File: src/hdl/mm4_pkg.sv
`timescale 1ns / 1ps

package mm4_pkg;

  localparam int ORDER = 4;
  localparam int QBITS = 16;
  localparam int DATA_W = 32;
  localparam int PROD_W = 2 * DATA_W;
  // Four products summed need two guard bits.
  localparam int SUM_W = PROD_W + 2;
  localparam int SHR_W = SUM_W - QBITS;
  localparam int COL_W = $clog2(ORDER);

  // Request codes.
  localparam logic REQ_LOAD = 1'b0;
  localparam logic REQ_MULT = 1'b1;

  typedef logic signed [DATA_W-1:0] q16_t;
  typedef logic signed [PROD_W-1:0] prod_t;
  typedef logic [COL_W-1:0] col_idx_t;

  // One column of rows; a matrix is indexed [column][row].
  typedef q16_t vec_t [ORDER];
  typedef vec_t mat_t [ORDER];

  // Products of one output row, indexed by k.
  typedef prod_t prow_t [ORDER];
  // All products, indexed [row][k].
  typedef prow_t pmat_t [ORDER];

endpackage

File: src/hdl/mm4_row_reduce.sv
`timescale 1ns / 1ps

module mm4_row_reduce (
  input  mm4_pkg::prow_t prod_i,
  output mm4_pkg::q16_t  res_o,
  output logic           clip_o
);
  import mm4_pkg::*;

  logic signed [SUM_W-1:0] sum_w;
  logic signed [SHR_W-1:0] shr_w;
  logic                    fits_w;

  always_comb begin
    sum_w = '0;
    for (int k = 0; k < ORDER; k++) begin
      sum_w = sum_w + SUM_W'(prod_i[k]);
    end
  end

  // Floor shift: drop the fraction bits of the exact sum.
  assign shr_w  = sum_w[SUM_W-1:QBITS];
  assign fits_w = (&shr_w[SHR_W-1:DATA_W-1]) | ~(|shr_w[SHR_W-1:DATA_W-1]);
  assign clip_o = ~fits_w;

  always_comb begin
    if (fits_w) begin
      res_o = shr_w[DATA_W-1:0];
    end else if (shr_w[SHR_W-1]) begin
      res_o = {1'b1, {(DATA_W-1){1'b0}}};
    end else begin
      res_o = {1'b0, {(DATA_W-1){1'b1}}};
    end
  end

endmodule

File: config.mk
export PLATFORM = sky130hd
export DESIGN_NAME = mm4_row_reduce
export DESIGN_NICKNAME = d
export VERILOG_FILES = /design/src/hdl/mm4_pkg.sv /design/src/hdl/mm4_row_reduce.sv
export SDC_FILE = /design/constraint.sdc
export NUM_CORES = 1
export LEC_CHECK = 0
export BUFFER_PORTS_ARGS = -buffer_cell sky130_fd_sc_hd__buf_2
export CORE_MARGIN = 2
export CORE_UTILIZATION = 59
export DETAILED_ROUTE_END_ITERATION = 10
export PLACE_DENSITY = 0.91
export SYNTH_ARGS = -nofsm -noshare
export SYNTH_HDL_FRONTEND = slang
export SYNTH_SLANG_ARGS = --single-unit
File: constraint.sdc
create_clock -name vclk -period 9.7
set_input_delay 0.97 -clock vclk [all_inputs]
set_output_delay 0.97 -clock vclk [all_outputs]
set_load 0.03 [all_outputs]
==> flow_metrics.env <==
export IMPL_vdd_drop_max_mv=0.223
export IMPL_antenna_found_initial=0
export IMPL_drive_gt1_frac=0.220
export IMPL_vias=10149
export IMPL_grt_max_degree=37
export IMPL_ys_seq_area_frac=0
export IMPL_place_area_mm2=0.0108
export IMPL_seq_area_um2=0
export IMPL_num_nets_final=1982
export IMPL_coreArea_mm2=0.0153
export IMPL_drv_slew=0
export IMPL_finalSetupTns_ns=0
export IMPL_yosysUniqueCellTypes=80
export IMPL_post_dp_hpwl_um=24700
export IMPL_yosysTopAreaCell="fa_1"
export IMPL_drtPass1Iterations=7
export IMPL_path_class="in2out"
export IMPL_wl_per_cell_um=16.3
export IMPL_grt_pass1_vias=9652
export IMPL_period_minus_slack_ns=7.96
export IMPL_cts_setup_buffers=0
export IMPL_drtIter0Drc=979
export IMPL_grt_pass1_wl_um=45000
export IMPL_crit_arrival_ns=6.99
export IMPL_yosys_area_top_type_share=0.277
export IMPL_rsz0062_at_grt="false"
export IMPL_grt_overflow_total=0
export IMPL_crit_required_ns=8.73
export IMPL_p_per_area_mw_per_mm2=234
export IMPL_p_leak_uw=0.00576
export IMPL_postCtsHoldBufs=0
export IMPL_drc=0
export IMPL_avgViaCountPerCell=5.82
export IMPL_seq_cell_count=0
export IMPL_worstMarginPinSlew_ns=1.02
export IMPL_syn_nets=1741
export IMPL_yosysWarnings=0
export IMPL_drv_cap=0
export IMPL_start_util=0.607
export IMPL_drt_antenna_violating_nets=0
export IMPL_grt_total_usage=0.329
export IMPL_slew_headroom=0.318
export IMPL_finalSetupViolations=0
export IMPL_diodes=0
export IMPL_fmax_ghz=0.126
export IMPL_die_height_um=129
export IMPL_yosys_top_cells_count="inv_1 (346), fa_1 (128), nand2_1 (111), nor2_1 (89), a21oi_1 (88)"
export IMPL_num_rows=45
export IMPL_worst_hold_path_type="in2out"
export IMPL_synthesis_area_mm2=0.00926
export IMPL_final_clkbuf_count=0
export IMPL_routabilityCongestion=1.00
export IMPL_startpoint_type="input port"
export IMPL_syn_instance_count=1294
export IMPL_crit_path_end_kind="output pin"
export IMPL_port_buffers=289
export IMPL_period_share=0.821
export IMPL_crit_fanout=32
export IMPL_hold_violations=0
export IMPL_die_area_mm2=0.0167
export IMPL_post_cts_resized=0
export IMPL_status="complete, no violations"
export IMPL_synth_area_leaders="fa_1 (28%), inv_1 (14%), ha_1 (8.5%)"
export IMPL_fin_area_mm2=0.0108
export IMPL_synthToLayoutAreaGrowth_pct=16.1
export IMPL_routed_wirelength_um=28400
export IMPL_die_x_um=129
export IMPL_synth_most_common_cell="inv_1"
export IMPL_pin_count=289
export IMPL_postSynthAreaPerCell_um2=7.16
==> path summary, 6_finish.rpt <==
check        start   endpoint  slack (ns)  cells past startpoint
max     prod_i[25]   res_o[1]        1.74                     18
min    prod_i[255]  res_o[31]        2.83                      6
==> routing by layer <==
layer  wire, um  part of all wire  track usage
met2      13700              0.48        0.582
met1      11500              0.40        0.439
met3       2640             0.093       0.0351
met4        613             0.022       0.0659
met5          0                 0            0
==> cell type report <==
cell class	instances	area, um^2
Tap cell	211	264
Multi-Input combinational cell	895	7720
Inverter	346	1300
Fill cell	1273	4500
Timing Repair Buffer	292	1470
==> logic make-up after synthesis <==
logic type,count (synthesis),synth area share
compound gates,315,0.244
xor+xnor,40,0.0378
fa+ha+maj,191,0.362
buf+inv,399,0.168
mux,4,0.00459
simple gates,345,0.185
==> layout by cell type, fill, tap and decap left out, types with 9 or more instances in the layout <==
cell,n
nor2_1,89
buf_2,289
and3_1,15
nand2_1,111
o21ai_0,65
nand4_1,32
inv_1,346
xnor2_1,20
o31ai_1,9
o311ai_1,12
o311ai_2,18
ha_1,63
nand3_1,18
xor2_1,18
nor3_1,21
a21oi_1,88
o21a_1,18
fa_1,128
a21o_1,15
==> worst max-delay path: stages <==
cell	delay (ns)
buf_2	0.09
inv_1	0.05
fa_1	0.50
fa_1	0.52
inv_1	0.05
ha_1	0.42
nand4_1	0.22
nor4_1	0.66
o2111ai_1	0.22
o22ai_1	0.51
o31ai_1	0.23
o21ai_0	0.32
xor2_1	0.18
a2111o_1	0.40
nor4_4	0.18
nand2_2	0.57
o311ai_0	0.61
buf_2	0.29
==> where the power goes <==
part	switching [uW]	internal (uW)	leakage [uW]	total, uW
sequential	0	0	0	0
clock	0	0	0	0
combinational	1680	835	0.00576	2520
total	1680	835	0.00576	2520
==> metrics by stage <==
stage	total power, uW	cells	util	hold slack [ns]	setup WS, ns
6_report	2520	1744	0.705	2.83	1.74
5_1_grt	2720	1744	0.705	2.90	1.43
4_1_cts	2470	1744	0.705	2.84	1.85
3_5_place_dp	2450	1744	0.705	2.84	1.89
3_3_place_gp	2410	1744	0.705	2.81	1.96
2_1_floorplan	1840	1294	-	2.51	2.68
Note: power is estimated with default switching activity, not from simulation.
